===== config.mk =====
export PLATFORM = sky130hd
export DESIGN_NAME = multi_button_debounce_scanner
export DESIGN_NICKNAME = d
export VERILOG_FILES = /design/src/design/mbds_pkg.sv /design/src/design/multi_button_debounce_scanner.sv
export SDC_FILE = /design/constraint.sdc
export NUM_CORES = 1
export LEC_CHECK = 0
export BUFFER_PORTS_ARGS = -buffer_cell sky130_fd_sc_hd__buf_4
export CAP_MARGIN = 20
export CORE_AREA = 4 4 284 286
export CTS_BUF_LIST = sky130_fd_sc_hd__clkbuf_16
export CTS_CLUSTER_SIZE = 10
export DETAILED_ROUTE_END_ITERATION = 8
export DIE_AREA = 0 0 288 290
export MAX_ROUTING_LAYER = met4
export PLACE_DENSITY_LB_ADDON = 0.1
export REMOVE_ABC_BUFFERS = 1
export SYNTH_ARGS = -nofsm -noshare
export SYNTH_HDL_FRONTEND = slang
export SYNTH_SLANG_ARGS = --single-unit

===== constraint.sdc =====
create_clock -name aclk -period 6.3 [get_ports aclk]
set_input_delay 0.315 -clock aclk [delete_from_list [all_inputs] [get_ports aclk]]
set_output_delay 0.315 -clock aclk [all_outputs]
set_load 0.02 [all_outputs]

===== src/design/mbds_pkg.sv =====
// mbds_pkg: field widths, stream packing and register map of the debounce scanner
// no dependencies; imported by multi_button_debounce_scanner
package mbds_pkg;

    // field widths
    localparam int TIME_W       = 32;
    localparam int LEVEL_W      = 8;
    localparam int DEBOUNCE_W   = 16;
    localparam int BUTTON_NUM_W = 4;

    // stream widths (tdata filled up to whole bytes)
    localparam int S_TDATA_W = 40;
    localparam int M_TDATA_W = 48;
    localparam int M_TDATA_USED_W = BUTTON_NUM_W + 1 + TIME_W + LEVEL_W;

    // configuration port
    localparam int APB_ADDR_W = 3;
    localparam int APB_DATA_W = 32;

    // register index, taken from paddr[2]
    typedef enum logic {
        REG_DEBOUNCE_TIME  = 1'b0,
        REG_BUTTON_PRESENT = 1'b1
    } reg_index_t;

    // reset values of the registers
    localparam logic [DEBOUNCE_W-1:0] DEBOUNCE_RESET = 16'd50;
    localparam logic [LEVEL_W-1:0]    PRESENT_RESET  = 8'hFF;

endpackage


===== src/design/multi_button_debounce_scanner.sv =====
// multi_button_debounce_scanner: lockout-time debouncer for up to eight buttons
// depends on mbds_pkg for widths, stream packing and the register map
//
// One poll beat (millisecond time plus one level bit per button) is taken every
// clock cycle while the result side takes beats, and gives exactly one result beat,
// presented on the result channel from the result register behind the input register.
// The poll is captured in an input register; from there the eight age checks
// (32-bit wrapping subtract and compare against debounce_time) run in parallel,
// a priority pick selects the lowest-numbered qualifying button, and the result
// register and the per-button stable level and change time are written at the
// same edge, so the next poll already sees the updated state. Throughput is one
// poll per cycle as long as the result side takes beats; a stalled result side
// holds one finished beat and one pending poll before s_tready drops.
// Registers: debounce_time at byte address 0, button_present at byte address 4.
module multi_button_debounce_scanner #(
    parameter int BUTTONS = 8
) (
    input  logic                              aclk,
    input  logic                              aresetn,
    // poll channel
    input  logic                              s_tvalid,
    output logic                              s_tready,
    // [31:0] current_time, [39:32] levels
    input  logic [mbds_pkg::S_TDATA_W-1:0]    s_tdata,
    // result channel
    output logic                              m_tvalid,
    input  logic                              m_tready,
    // [3:0] button, [4] pressed, [36:5] event_time, [44:37] stable_mask, rest zero
    output logic [mbds_pkg::M_TDATA_W-1:0]    m_tdata,
    // [0] event_valid
    output logic                              m_tuser,
    // configuration port
    input  logic                              psel,
    input  logic                              penable,
    input  logic                              pwrite,
    input  logic [mbds_pkg::APB_ADDR_W-1:0]   paddr,
    input  logic [mbds_pkg::APB_DATA_W-1:0]   pwdata,
    output logic [mbds_pkg::APB_DATA_W-1:0]   prdata,
    output logic                              pready
);
    import mbds_pkg::*;

    // buttons that have a present bit and a level bit
    localparam int SCAN = (BUTTONS < LEVEL_W) ? BUTTONS : LEVEL_W;

    // configuration registers
    logic [DEBOUNCE_W-1:0] debounce_time_reg;
    logic [LEVEL_W-1:0]    button_present_reg;
    reg_index_t            cfg_index;
    logic                  cfg_write;

    // input stage
    logic                  in_valid_reg;
    logic [TIME_W-1:0]     in_time_reg;
    logic [LEVEL_W-1:0]    in_levels_reg;

    // per-button state
    logic                  stable_level_reg [BUTTONS];
    logic [TIME_W-1:0]     last_change_reg  [BUTTONS];

    // result stage
    logic                  out_valid_reg;
    logic                  out_event_reg;
    logic [BUTTON_NUM_W-1:0] out_button_reg;
    logic                  out_pressed_reg;
    logic [TIME_W-1:0]     out_time_reg;
    logic [LEVEL_W-1:0]    out_mask_reg;

    // scan logic
    logic                  s_fire;
    logic                  advance;
    logic                  load;
    logic [LEVEL_W-1:0]    stable_vec;
    logic [LEVEL_W-1:0]    qualify;
    logic [LEVEL_W-1:0]    pick_vec;
    logic [BUTTON_NUM_W-1:0] pick_num;
    logic                  found;
    logic                  pick_level;
    logic [LEVEL_W-1:0]    mask_next;
    logic [TIME_W-1:0]     age [SCAN];

    // register write and read
    assign pready    = 1'b1;
    assign cfg_index = reg_index_t'(paddr[2]);
    assign cfg_write = psel && penable && pwrite && pready;

    always_comb begin
        case (cfg_index)
            REG_DEBOUNCE_TIME:  prdata = {{(APB_DATA_W-DEBOUNCE_W){1'b0}}, debounce_time_reg};
            REG_BUTTON_PRESENT: prdata = {{(APB_DATA_W-LEVEL_W){1'b0}}, button_present_reg};
            default:            prdata = '0;
        endcase
    end

    always_ff @(posedge aclk) begin
        if (!aresetn) begin
            debounce_time_reg  <= DEBOUNCE_RESET;
            button_present_reg <= PRESENT_RESET;
        end else if (cfg_write) begin
            case (cfg_index)
                REG_DEBOUNCE_TIME:  debounce_time_reg  <= pwdata[DEBOUNCE_W-1:0];
                REG_BUTTON_PRESENT: button_present_reg <= pwdata[LEVEL_W-1:0];
                default: ;
            endcase
        end
    end

    // handshake: the result register frees up, the input stage moves on
    assign advance  = !out_valid_reg || m_tready;
    assign s_tready = !in_valid_reg || advance;
    assign s_fire   = s_tvalid && s_tready;
    assign load     = in_valid_reg && advance;

    // input register
    always_ff @(posedge aclk) begin
        if (!aresetn) begin
            in_valid_reg <= 1'b0;
        end else if (s_fire) begin
            in_valid_reg <= 1'b1;
        end else if (advance) begin
            in_valid_reg <= 1'b0;
        end
    end

    always_ff @(posedge aclk) begin
        if (s_fire) begin
            in_time_reg   <= s_tdata[TIME_W-1:0];
            in_levels_reg <= s_tdata[TIME_W +: LEVEL_W];
        end
    end

    // per-button candidate check: present, differs, old enough
    always_comb begin
        stable_vec = '0;
        qualify    = '0;
        for (int i = 0; i < SCAN; i++) begin
            stable_vec[i] = stable_level_reg[i];
            age[i]        = in_time_reg - last_change_reg[i];
            qualify[i]    = button_present_reg[i]
                         && (in_levels_reg[i] != stable_level_reg[i])
                         && (age[i] >= {{(TIME_W-DEBOUNCE_W){1'b0}}, debounce_time_reg});
        end
    end

    // lowest-numbered qualifying button wins
    always_comb begin
        pick_vec = '0;
        pick_num = '0;
        for (int i = SCAN - 1; i >= 0; i--) begin
            if (qualify[i]) begin
                pick_vec = '0;
                pick_vec[i] = 1'b1;
                pick_num = BUTTON_NUM_W'(i + 1);
            end
        end
        found      = |pick_vec;
        pick_level = |(pick_vec & in_levels_reg);
        mask_next  = (stable_vec & ~pick_vec) | (in_levels_reg & pick_vec);
    end

    // state write-back
    always_ff @(posedge aclk) begin
        if (!aresetn) begin
            for (int i = 0; i < BUTTONS; i++) begin
                stable_level_reg[i] <= 1'b0;
                last_change_reg[i]  <= '0;
            end
        end else if (load) begin
            for (int i = 0; i < SCAN; i++) begin
                if (pick_vec[i]) begin
                    stable_level_reg[i] <= in_levels_reg[i];
                    last_change_reg[i]  <= in_time_reg;
                end
            end
        end
    end

    // result register
    always_ff @(posedge aclk) begin
        if (!aresetn) begin
            out_valid_reg <= 1'b0;
        end else if (load) begin
            out_valid_reg <= 1'b1;
        end else if (m_tready) begin
            out_valid_reg <= 1'b0;
        end
    end

    always_ff @(posedge aclk) begin
        if (load) begin
            out_event_reg   <= found;
            out_button_reg  <= pick_num;
            out_pressed_reg <= pick_level;
            out_time_reg    <= found ? in_time_reg : '0;
            out_mask_reg    <= mask_next;
        end
    end

    assign m_tvalid = out_valid_reg;
    assign m_tuser  = out_event_reg;
    assign m_tdata  = {{(M_TDATA_W-M_TDATA_USED_W){1'b0}},
                       out_mask_reg, out_time_reg, out_pressed_reg, out_button_reg};

    // at most one button changes level per poll
    assert property (@(posedge aclk) disable iff (!aresetn)
        load |=> ($countones(stable_vec ^ $past(stable_vec)) <= 1))
        else $error("more than one stable level changed in one poll");

    // no accepted change means the stable state holds
    assert property (@(posedge aclk) disable iff (!aresetn)
        (load && !found) |=> (stable_vec == $past(stable_vec)))
        else $error("stable state changed without an event");

    // event beats carry a button number, quiet beats carry zeros in the event fields
    assert property (@(posedge aclk) disable iff (!aresetn)
        (out_valid_reg && out_event_reg) |-> (out_button_reg != '0))
        else $error("event without a button number");

    assert property (@(posedge aclk) disable iff (!aresetn)
        (out_valid_reg && !out_event_reg) |->
            (out_button_reg == '0 && !out_pressed_reg && out_time_reg == '0))
        else $error("quiet result carries event fields");

    // the reported mask matches the stored state
    assert property (@(posedge aclk) disable iff (!aresetn)
        load |=> (out_mask_reg == stable_vec))
        else $error("result mask differs from stored state");

endmodule


After elaboration in Yosys (flattened, before gate mapping)
Memory sizes are Yosys's and may differ from the RTL's.
Index checks and enable logic that the tools add are counted.
Operators by class
  bitwise operators: 21
  multiplexer cells: 69
  eq/ne operators: 8
  order comparisons: 8
  reduce and logical (&&, ||, !) cells: 32
  add/sub/neg operators: 8
Operators by type and width (number)
  >= comparator 32 x 16 -> 1 bit: 8
  2-to-1 mux 32 bit: 8
  subtractor 32 bit: 8
  2-to-1 mux 8 bit: 8
  one-hot mux 32 bit (2 select lines): 1
  2-to-1 mux 1 bit: 45
  logical AND 1 bit: 20
  bitwise AND 8 bit: 2
  OR 1 bit: 16
  OR reduction 8 bit: 2
  2-to-1 mux 3 bit: 4
  != test 1 bit: 8
  NOT 8 bit: 1
  OR 8 bit: 1
  OR reduction 7 bit: 1
  2-to-1 mux 2 bit: 2
  2-to-1 mux 4 bit: 1
  AND reduction 2 bit: 2
  nonzero test 2 bit: 2
  OR reduction 3 bit: 1
  zero test 1 bit: 2
  logical OR 1 bit: 2
  NOT 1 bit: 1
Storage, ports and cells
  bits in registers: 112
  memories kept: 2
  RAM bits: 264
  word-level logic and storage cells: 161
Memory list
  last_change_reg: words 8, width 32, rd ports 8, clocked after memory_dff 0, write ports 8, line multi_button_debounce_scanner.sv:59  | logic [TIME_W-1:0] last_change_reg [BUTTONS];
  stable_level_reg: words 8, width 1, rd ports 8, clocked after memory_dff 0, write ports 8, line multi_button_debounce_scanner.sv:58  | logic stable_level_reg [BUTTONS];

Logic depth before layout (Yosys ltp)
Gate-level depths: netlist of run 1.
An unclocked memory read counts as a cell.
  depth in word-level cells: 17
  mapped depth: 25
  gate-level depth less buffers: 24

Least setup slack after synthesis of run 1
Ideal clock, no wire load.
  kind: register -> register
  from: register in_time_reg[1]
  to: memory last_change_reg[4][0], in the netlist last_change_reg[1][0] (enable)
  period minus slack after synthesis: 6.167 ns
  arrival: 5.778 ns
  cell stages (with the launch flop): 25
  required time: 5.911 ns
  setup time: 0.389 ns
  slack: 0.133 ns
  path through: edfxtp_1 > ha_1 > nor2b_1 > o31a_1 > o31ai_1 > inv_1 > o21ai_0 > nand2b_1 > a21oi_1 > nor2b_1 > nor2_1 > xnor2_1 > ha_1 > nand3_1 > a21oi_1 > or4_1 > a2111oi_0 > mux2i_1 > nor4_1 > and4_1 > o21ai_2 > nor3b_2 > nand2_2 > buf_2 > nand2_1
RTL lines
  from (decl): line multi_button_debounce_scanner.sv:54  | logic [TIME_W-1:0] in_time_reg;
  from (signal assigned): line multi_button_debounce_scanner.sv:127  | in_time_reg <= s_tdata[TIME_W-1:0];
  to (decl): line multi_button_debounce_scanner.sv:59

==> flow_metrics.env, run 1 <==
export IMPL_status="completed"
export IMPL_synth_edf_count=349
export IMPL_largest_register_ff_count=256
export IMPL_synth_top_family_by_area="compound AO/OA/AOI/OAI gates"
export IMPL_dieArea_um2=83520
export IMPL_fin_crit_ns=6.039
export IMPL_swShare_pct=33.62
export IMPL_final_common_cell="nor2_1"
export IMPL_rsz0062_at_grt="yes"
export IMPL_cp_data_required_time_ns=6.59
export IMPL_design_area_um2=36520
export IMPL_cp_top_family="simple AND/OR/NAND/NOR gates"
export IMPL_slowest_stage="edfxtp_1"
export IMPL_placed_area_um2=34070
export IMPL_fin_crit_sh_pct=95.86
export IMPL_drtPass1Iterations=6
export IMPL_wl_per_cell_um=22.52
export IMPL_ys_seq_area_share_pct=35.43
export IMPL_final_cell_mix="nor2_1, ha_1, inv_1"
export IMPL_p_int_uw=5549
export IMPL_synthesis_area_um2=31100
export IMPL_start_util_pct=39.69
export IMPL_synthAdderAreaFrac_pct=15.64
export IMPL_end_kind="flip-flop"
export IMPL_grt_overflow=0
export IMPL_cap_violations=0
export IMPL_combPwrFrac_pct=31.7
export IMPL_path_buf_inv=6
export IMPL_drive_gt1_share_pct=10.53
export IMPL_worst_path_largest_cell_delay_ns=0.42
export IMPL_avgSynthCellArea_um2=8.729
export IMPL_num_vias=27700
export IMPL_synth_compound_area_share_pct=19.88
export IMPL_area_delta_synth_final_pct=17.43
export IMPL_ant_nets=0
export IMPL_synth_mux_area_share_pct=0.9896
export IMPL_final_setup_viol_count=0
export IMPL_clock_path_buffers=3
export IMPL_peakVddDrop_mv=0.1882
export IMPL_fin_skew_ns=0.01941
export IMPL_die_w_um=288
export IMPL_grt_pass1_wl_um=163700
export IMPL_cts_buffers=49
export IMPL_criticalPathCategory="reg2reg"
export IMPL_async_reset_ff_share_pct=0
export IMPL_post_route_util_pct=46.61
export IMPL_powerDensity_nw_per_um2=228.9
export IMPL_ys_ff_latch=376
export IMPL_reg2reg_from="in_time_reg[0]"
export IMPL_h_tree_depth=2
export IMPL_antenna_found_initial=4
export IMPL_fin_nets=4318
export IMPL_slew_headroom_pct=33.13
export IMPL_yosysWarnings=0
export IMPL_clockPowerShare_pct=33.0
export IMPL_drt_iter0_drc=2139
export IMPL_clk_pin_slew_ns=0.06
export IMPL_totalWireLength_um=111100
export IMPL_synthFlopType="edfxtp_1"
export IMPL_post_route_drc_count=0
export IMPL_port_buffers=127
export IMPL_grt_max_degree=38
export IMPL_min_path_type="in2reg"
export IMPL_die_h_um=290
export IMPL_gp_congestion=0.9277
export IMPL_syn_inst=3563
export IMPL_cp_startpoint="in_time_reg[0]"
export IMPL_yosys_area_share_simple_pct=17.13
export IMPL_dpl_hpwl_um=87320
export IMPL_insertion_delay_ns=0.59
export IMPL_p_seq_share_pct=35.3
export IMPL_critical_path_startpoint_type="flip-flop"
export IMPL_rows=103
export IMPL_slew_violations=0
export IMPL_fin_hold_ws_ns=0.06712
export IMPL_crit_fanout=16
export IMPL_min_from="m_tready"
export IMPL_viasPerCell=5.614
export IMPL_cts_tree="yes"
export IMPL_fill_cells=7802
export IMPL_grt_pass1_vias=27210
export IMPL_synth_xor_area_share_pct=4.844
export IMPL_cts_root_buf="clkbuf_16"
export IMPL_leakagePower_uw=0.01539
export IMPL_core_um2=78360
export IMPL_ios=166
export IMPL_worst_slew_pin_slew_ns=1.003
export IMPL_grt_total_usage_pct=26.53
export IMPL_p_switching_uw=2811
export IMPL_hold_violations=0
export IMPL_synth_cell_types=80
export IMPL_critPathArrivalTime_ns=6.32
export IMPL_fmax_ghz=0.1656
export IMPL_cts_sinks=376
[cell usage after synthesis (28+ instances only)]
cell type | n | share of area, %
nor2_1 | 377 | 4.5
ha_1 | 376 | 15
inv_1 | 361 | 4.4
edfxtp_1 | 349 | 34
nand2_1 | 339 | 4.1
a21oi_1 | 321 | 5.2
o21ai_0 | 190 | 3.1
xnor2_1 | 94 | 2.6
clkbuf_1 | 88 | 1.1
a21o_1 | 83 | 2.0
xor2_1 | 78 | 2.2
nand3_1 | 70 | 1.1
nand4_1 | 69 | 1.4
nor3_1 | 60 | 0.97
o21a_1 | 56 | 1.4
and2_1 | 52 | 1.0
a31oi_1 | 45 | 0.91
nand2b_1 | 40 | 0.80
a211oi_1 | 38 | 0.92
o211ai_1 | 36 | 0.87
and3_1 | 28 | 0.56
[metal layers]
layer  vias up  share of wire (%)  global-route usage, %
met5         -                  0                      -
met1     13400                 44                  33.63
li1      13480                  -                      -
met3       176                4.2                  2.577
met2       650                 48                  44.34
met4         0                3.8                  9.137
[worst register-to-register path: stages, from the launching register on]
cell and delay, ns:
edfxtp_1 0.42, clkinvlp_4 0.14, buf_12 0.13, buf_4 0.10, ha_1 0.18, inv_1 0.06, fa_1 0.41, a21oi_2 0.22
o211a_1 0.25, o21bai_1 0.13, xor2_1 0.17, ha_1 0.29, and4_1 0.20, a221o_1 0.36, a21oi_2 0.24, nand4_1 0.14
nor4_2 0.27, nor4b_2 0.29, nand4_1 0.32, a21oi_1 0.26, o21ai_2 0.10, buf_4 0.17, nor4_2 0.32, nand2_1 0.16
nand2_4 0.18, clkbuf_16 0.23
[area by class of cell]
class                      count  area, um2  area share [%]
multi-input combinational   2727      18460           50.54
sequential                   376      11020           30.17
timing repair buffer         337       2831           7.752
inverter                     361       1359           3.720
tap                         1050       1314           3.597
clock buffer                  52       1301           3.563
clock inverter                31      237.7          0.6509
antenna                        1      2.502        0.006851
[metrics by stage]
stage / instances / setup TNS [ns] / power [uW] / setup WS [ns]
3_5_place_dp: 4780 / 0 / 5558 / 0.04846
6_report: 4935 / 0 / 8360 / 0.2608
2_1_floorplan: 3464 / -37.12 / 4704 / -0.4613
4_1_cts: 4920 / 0 / 8371 / 0.003117
5_1_grt: 4934 / -0.01063 / 8814 / -0.004808
3_3_place_gp: 4780 / 0 / 5558 / 0.07669
[cells by family (layout without fill, tap and decap cells)]
logic type / count (synthesis) / in the layout
flip-flops: 376 / 376
XOR/XNOR: 172 / 172
AO/OA/AOI/OAI: 971 / 971
AND/OR/NAND/NOR: 1150 / 1150
other: 2 / 21
adder cells (fa/ha/maj): 384 / 384
multiplexers: 30 / 30
buffers and inverters: 478 / 781
[power groups by stage]
stage               logic (uW)  registers [uW]  clock network, uW
finish                    2650            2950               2760
global placement          2550            3010                  0
detailed placement        2550            3010                  0
global route              2940            2960               2920
floorplan                 1710            2990                  0
CTS                       2590            2960               2820
[timing repair]
item,in CTS,in global routing
resized for setup,0,41
hold buffers,57,0
endpoints found under the setup margin,0,299
setup buffers,0,13
hold endpoints to repair,65,0
[path summary, 6_finish.rpt]
check,slack (ns),cells past startpoint,endpoint
setup / recovery,0.26,25,last_change_reg[1][88]
hold / removal,0.07,4,m_tvalid
setup reg to reg,0.26,25,last_change_reg[1][88]
hold reg to reg,0.45,2,debounce_time_reg[9]
No activity file was read; power rests on OpenSTA's default activity.
==> inputs of run 2 (changes only) <==
--- a/config.mk
+++ b/config.mk
@@ -7,11 +7,11 @@
 export LEC_CHECK = 0
 export BUFFER_PORTS_ARGS = -buffer_cell sky130_fd_sc_hd__buf_4
 export CAP_MARGIN = 20
-export CORE_AREA = 4 4 284 286
+export CORE_AREA = 2 2 282 284
 export CTS_BUF_LIST = sky130_fd_sc_hd__clkbuf_16
 export CTS_CLUSTER_SIZE = 10
 export DETAILED_ROUTE_END_ITERATION = 8
-export DIE_AREA = 0 0 288 290
+export DIE_AREA = 0 0 284 286
 export MAX_ROUTING_LAYER = met4
 export PLACE_DENSITY_LB_ADDON = 0.1
 export REMOVE_ABC_BUFFERS = 1
==> run 2 against run 1 <==
  * Register-to-register slack better by 0.04 ns
  * Critical path depth increased by 2
  * First-iteration DRC count down 14%
  * Die area down 2.7%
  * Sequential share of layout area is 0.16 points higher
  * Global-route usage up 0.59 points
  * Final cell count is 0.18% lower
  * Sequential cell count is the same
  * Critical endpoint is now last_change_reg[1][72]
  * Largest cell class unchanged
  * Largest power group unchanged
==> flow_metrics.env, run 2 (synthesized netlist as in run 1, its figures left out) <==
export IMPL_drt_iter0_drc=1834
export IMPL_criticalPathCategory="reg2reg"
export IMPL_grt_pass1_vias=27010
export IMPL_cts_tree="yes"
export IMPL_status="completed"
export IMPL_fin_nets=4303
export IMPL_fill_cells=7793
export IMPL_slew_violations=0
export IMPL_slew_headroom_pct=34.14
export IMPL_cap_violations=0
export IMPL_drtPass1Iterations=6
export IMPL_clockPowerShare_pct=33.0
export IMPL_placed_area_um2=33970
export IMPL_port_buffers=127
export IMPL_p_switching_uw=2809
export IMPL_reg2reg_from="in_time_reg[4]"
export IMPL_clock_path_buffers=3
export IMPL_largest_register_ff_count=256
export IMPL_leakagePower_uw=0.01532
export IMPL_grt_overflow=0
export IMPL_design_area_um2=36330
export IMPL_grt_max_degree=41
export IMPL_powerDensity_nw_per_um2=228.9
export IMPL_swShare_pct=33.78
export IMPL_wl_per_cell_um=22.26
export IMPL_h_tree_depth=2
export IMPL_min_from="m_tready"
export IMPL_dp_slack_ns=-0.004508
export IMPL_cts_root_buf="clkbuf_16"
export IMPL_grt_pass1_wl_um=163000
export IMPL_start_util_pct=39.69
export IMPL_core_um2=78360
export IMPL_grt_total_usage_pct=27.11
export IMPL_totalWireLength_um=109600
export IMPL_final_cell_mix="inv_1, nor2_1, ha_1"
export IMPL_clk_pin_slew_ns=0.06
export IMPL_worst_slew_pin_slew_ns=0.9879
export IMPL_dpl_hpwl_um=85980
export IMPL_rows=103
export IMPL_hold_violations=0
export IMPL_p_int_uw=5508
export IMPL_die_w_um=284
export IMPL_fmax_ghz=0.1668
export IMPL_antenna_found_initial=0
export IMPL_cp_startpoint="in_time_reg[4]"
export IMPL_cts_buffers=50
export IMPL_fin_crit_sh_pct=95.16
export IMPL_final_common_cell="inv_1"
export IMPL_area_delta_synth_final_pct=16.80
export IMPL_viasPerCell=5.643
export IMPL_cp_data_required_time_ns=6.57
export IMPL_cts_sinks=376
export IMPL_power_uw=8317
export IMPL_insertion_delay_ns=0.60
export IMPL_final_setup_viol_count=0
export IMPL_ant_nets=0
export IMPL_drive_gt1_share_pct=9.729
export IMPL_p_seq_share_pct=35.5
export IMPL_critPathArrivalTime_ns=6.27
export IMPL_fin_crit_ns=5.995
export IMPL_gp_congestion=0.9953
export IMPL_post_route_drc_count=0
export IMPL_finalWorstSetupSlack_ns=0.3050
export IMPL_combPwrFrac_pct=31.4
export IMPL_min_path_type="in2reg"
export IMPL_critical_path_startpoint_type="flip-flop"
export IMPL_crit_fanout=33
export IMPL_fin_skew_ns=0.02231
export IMPL_dieArea_um2=81220
export IMPL_ios=166
export IMPL_die_h_um=286
export IMPL_peakVddDrop_mv=0.1544
export IMPL_num_vias=27800
export IMPL_end_kind="flip-flop"
[run 2: layout make-up]
type,instances,area [um2],share of cell area [%]
Multi-Input combinational cell,2727,18410,50.69
Sequential cell,376,11020,30.34
Timing Repair Buffer,321,2670,7.350
Clock buffer,51,1276,3.513
Inverter,361,1358,3.737
Tap cell,1050,1314,3.617
Clock inverter,39,271.5,0.7474
Antenna cell,1,2.502,0.006889
[run 2: power by group through the flow]
stage | Clock (uW) | Sequential, uW | Combinational (uW)
4_1_cts | 2810 | 2960 | 2570
5_1_grt | 2890 | 2970 | 2890
3_5_place_dp | 0 | 3010 | 2520
6_report | 2750 | 2960 | 2610
3_3_place_gp | 0 | 3010 | 2520
2_1_floorplan | 0 | 2990 | 1710
[run 2: worst max-delay path: stages (launching register included)]
cell and delay, ns:
edfxtp_1 0.51, buf_4 0.21, buf_4 0.14, ha_1 0.35, a21o_1 0.22, a31oi_1 0.16, buf_4 0.17, a21oi_1 0.06
nor2_1 0.19, o21ai_0 0.16, xor2_1 0.17, ha_1 0.31, a211o_1 0.30, o211ai_1 0.17, o2111ai_1 0.16, a21oi_1 0.17
nand3_1 0.10, a211oi_1 0.23, nand4_1 0.18, nor4_1 0.30, a31o_2 0.30, nand2_1 0.14, buf_4 0.16, nor4_2 0.18
buf_4 0.17, nand2_1 0.05, nand2_1 0.13, buf_12 0.23
[run 2: what timing repair did]
action / in CTS / in global routing
hold buffers: 57 / 0
buffers inserted: 0 / 10
gates resized for setup: 2 / 26
pin swaps: 0 / 7
cloned: 0 / 1
hold endpoints to repair: 65 / 0
endpoints found under the setup margin: 44 / 298
[run 2: path summary, 6_finish.rpt]
kind	slack [ns]	cells after the start	endpoint
worst min register to register	0.45	2	debounce_time_reg[2]
worst max-delay path	0.30	27	last_change_reg[1][72]
worst min-delay path	0.05	4	m_tvalid
worst max register to register	0.30	27	last_change_reg[1][72]
[run 2: routing by layer]
metal,routed length (um),GRT usage (%),share of wire [%],vias up
li1,-,-,-,13450
met2,53410,46.30,49,733
met3,4756,2.432,4.3,158
met5,0,-,0,-
met4,3057,7.316,2.8,0
met1,48410,34.46,44,13450
[run 2: through the flow]
stage / util (%) / cells / setup TNS, ns / hold slack, ns
floorplan: - / 3464 / -37.12 / 0.3868
global placement: 43.35 / 4767 / 0 / 0.4433
detailed placement: 43.35 / 4767 / -0.04130 / 0.4467
CTS: 46.07 / 4914 / 0 / 0.02149
global route: 46.36 / 4925 / -0.4662 / 0.08834
finish: 46.36 / 4926 / 0 / 0.05453
==> inputs of run 3 (changes only) <==
==> constraint.sdc (replaced) <==
create_clock -name aclk -period 6.98 [get_ports aclk]
set_input_delay 0.349 -clock aclk [delete_from_list [all_inputs] [get_ports aclk]]
set_output_delay 0.349 -clock aclk [all_outputs]
set_load 0.02 [all_outputs]
==> run 3 against run 2 <==
  * First-iteration DRC count is 8.3% higher
  * Die area unchanged
  * Highest routed layer unchanged
  * Count of clock-buffer cells in the layout unchanged
  * Final cell count fell by 1.2%
  * Largest cell class unchanged
  * Largest power group unchanged
  * Non-clock buffer count down 54
  * Worst setup slack gained 0.035 ns
  * Sequential share of layout area is 0.49 points higher
  * Routed wire length down 0.64%
  * Via count decreased by 1.4%
==> flow_metrics.env, run 3 (synthesized netlist as in run 1, its figures left out) <==
export IMPL_cts_sinks=376
export IMPL_cts_buffers=49
export IMPL_grt_pass1_vias=26890
export IMPL_cap_violations=0
export IMPL_reg2reg_from="in_time_reg[2]"
export IMPL_fill_cells=7821
export IMPL_core_um2=78360
export IMPL_insertion_delay_ns=0.60
export IMPL_totalWireLength_um=108900
export IMPL_worst_r2r_endpoint="last_change_reg[1][112]"
export IMPL_final_cell_mix="nor2_1, ha_1, inv_1"
export IMPL_clock_path_buffers=3
export IMPL_slew_violations=0
export IMPL_drt_iter0_drc=1987
export IMPL_critical_path_startpoint_type="flip-flop"
export IMPL_gp_congestion=0.9481
export IMPL_cp_startpoint="in_time_reg[2]"
export IMPL_port_buffers=127
export IMPL_min_path_type="in2reg"
export IMPL_fin_nets=4248
export IMPL_fmax_ghz=0.1506
export IMPL_slew_headroom_pct=25.39
export IMPL_grt_pass1_wl_um=161900
export IMPL_rows=103
export IMPL_viasPerCell=5.631
export IMPL_leakagePower_uw=0.01500
export IMPL_area_delta_synth_final_pct=14.92
export IMPL_wl_per_cell_um=22.38
export IMPL_critPathArrivalTime_ns=6.91
export IMPL_setup_tns_ns=0
export IMPL_rr_worst_depth=22
export IMPL_cts_tree="yes"
export IMPL_powerDensity_nw_per_um2=207.0
export IMPL_final_setup_viol_count=0
export IMPL_post_route_drc_count=0
export IMPL_die_w_um=284
export IMPL_crit_fanout=30
export IMPL_die_h_um=286
export IMPL_final_common_cell="nor2_1"
export IMPL_fin_skew_ns=0.02640
export IMPL_grt_total_usage_pct=26.97
export IMPL_dp_slack_ns=0.3737
export IMPL_reg2reg_slack_ns=0.34
export IMPL_grt_overflow=0
export IMPL_cts_root_buf="clkbuf_16"
export IMPL_ant_nets=0
export IMPL_peakVddDrop_mv=0.1624
export IMPL_largest_register_ff_count=256
export IMPL_hold_violations=0
export IMPL_clk_pin_slew_ns=0.06
export IMPL_h_tree_depth=2
export IMPL_finalWorstSetupSlack_ns=0.3397
export IMPL_num_vias=27410
export IMPL_drtPass1Iterations=6
export IMPL_rsz0062_at_grt="no"
export IMPL_ios=166
export IMPL_grt_max_degree=44
export IMPL_worst_slew_pin_slew_ns=1.119
export IMPL_post_route_util_pct=45.62
export IMPL_status="completed"
export IMPL_endpoint="last_change_reg[1][112]"
export IMPL_criticalPathCategory="reg2reg"
export IMPL_dieArea_um2=81220
export IMPL_end_kind="flip-flop"
export IMPL_antenna_found_initial=2
export IMPL_dpl_hpwl_um=84240
export IMPL_fin_crit_ns=6.640
export IMPL_fin_crit_sh_pct=95.13
export IMPL_start_util_pct=39.69
export IMPL_cp_data_required_time_ns=7.25
export IMPL_drive_gt1_share_pct=8.150
==> run 3: cell types whose count changed in the layout (fill, tap and decap cells not counted), sizes merged <==
cell      previous run  this run
diode                1         2
clkinvlp             2         3
inv                380       376
clkbuf              52        51
bufinv               4         3
clkinv              14        13
buf                263       210
==> run 3: worst min path at each step <==
stage          cells past startpoint  slack [ns]                  start                    end
3_3_place_gp                       2        0.44   debounce_time_reg[7]   debounce_time_reg[7]
3_5_place_dp                       2        0.45  debounce_time_reg[14]  debounce_time_reg[14]
6_report                           2        0.04                aresetn  button_present_reg[4]
5_1_grt                            2        0.02                aresetn  button_present_reg[2]
2_1_floorplan                      1        0.42                aresetn  button_present_reg[0]
4_1_cts                            2       0.003                aresetn  button_present_reg[2]
==> run 3: area by class of cell <==
type,count,area (um2),share of cell area [%]
clock inverters,34,229.0,0.6406
clock buffers,51,1276,3.571
well taps,1050,1314,3.676
flip-flops and latches,376,11020,30.83
repair buffers,267,2260,6.322
multi-input cells,2727,18280,51.14
inverters,361,1359,3.802
diodes,2,5.005,0.01400
==> run 3: timing repair <==
item / in CTS / in global routing
resized for setup: 0 / 1
endpoints found under the hold margin: 65 / 0
setup buffers: 0 / 3
setup endpoints to repair: 0 / 34
hold buffers: 57 / 0
==> run 3: worst max-delay path, stage by stage, from the launching register on <==
cell       delay, ns
edfxtp_1        0.77
ha_1            0.39
o21a_1          0.20
o31a_1          0.15
o2111ai_1       0.41
and2_1          0.25
xnor2_1         0.15
ha_1            0.27
a21o_1          0.18
a21o_1          0.17
a221o_1         0.31
a21oi_1         0.21
nand4_1         0.14
nor4_1          0.30
nor4b_1         0.53
nand4_1         0.37
a21oi_1         0.26
o21ai_2         0.17
nor3_2          0.28
buf_4           0.18
nor3b_2         0.19
a31o_2          0.22
buf_12          0.21
==> run 3: per-layer routing <==
metal	part of all wire, %	global-route usage [%]	vias up
li1	-	-	13340
met1	44	33.66	13250
met2	47	44.89	643
met3	4.3	3.102	182
met4	4.2	10.26	0
met5	0	-	-
==> run 3: through the flow <==
step	area, um2	total power (uW)	hold slack, ns	instances
3_3_place_gp	33640	4962	0.4420	4721
5_1_grt	35740	7796	0.01881	4867
2_1_floorplan	30640	4245	0.4208	3464
3_5_place_dp	33640	4961	0.4494	4721
4_1_cts	35710	7445	0.002587	4863
6_report	35740	7398	0.03554	4868
==> run 3: report_power, final <==
| part | switching, uW | internal [uW] | total (uW) |
|---|---|---|---|
| Clock | 1020 | 1420 | 2430 |
| Combinational | 1400 | 896 | 2290 |
| Sequential | 86.5 | 2590 | 2670 |
| Total | 2500 | 4900 | 7400 |
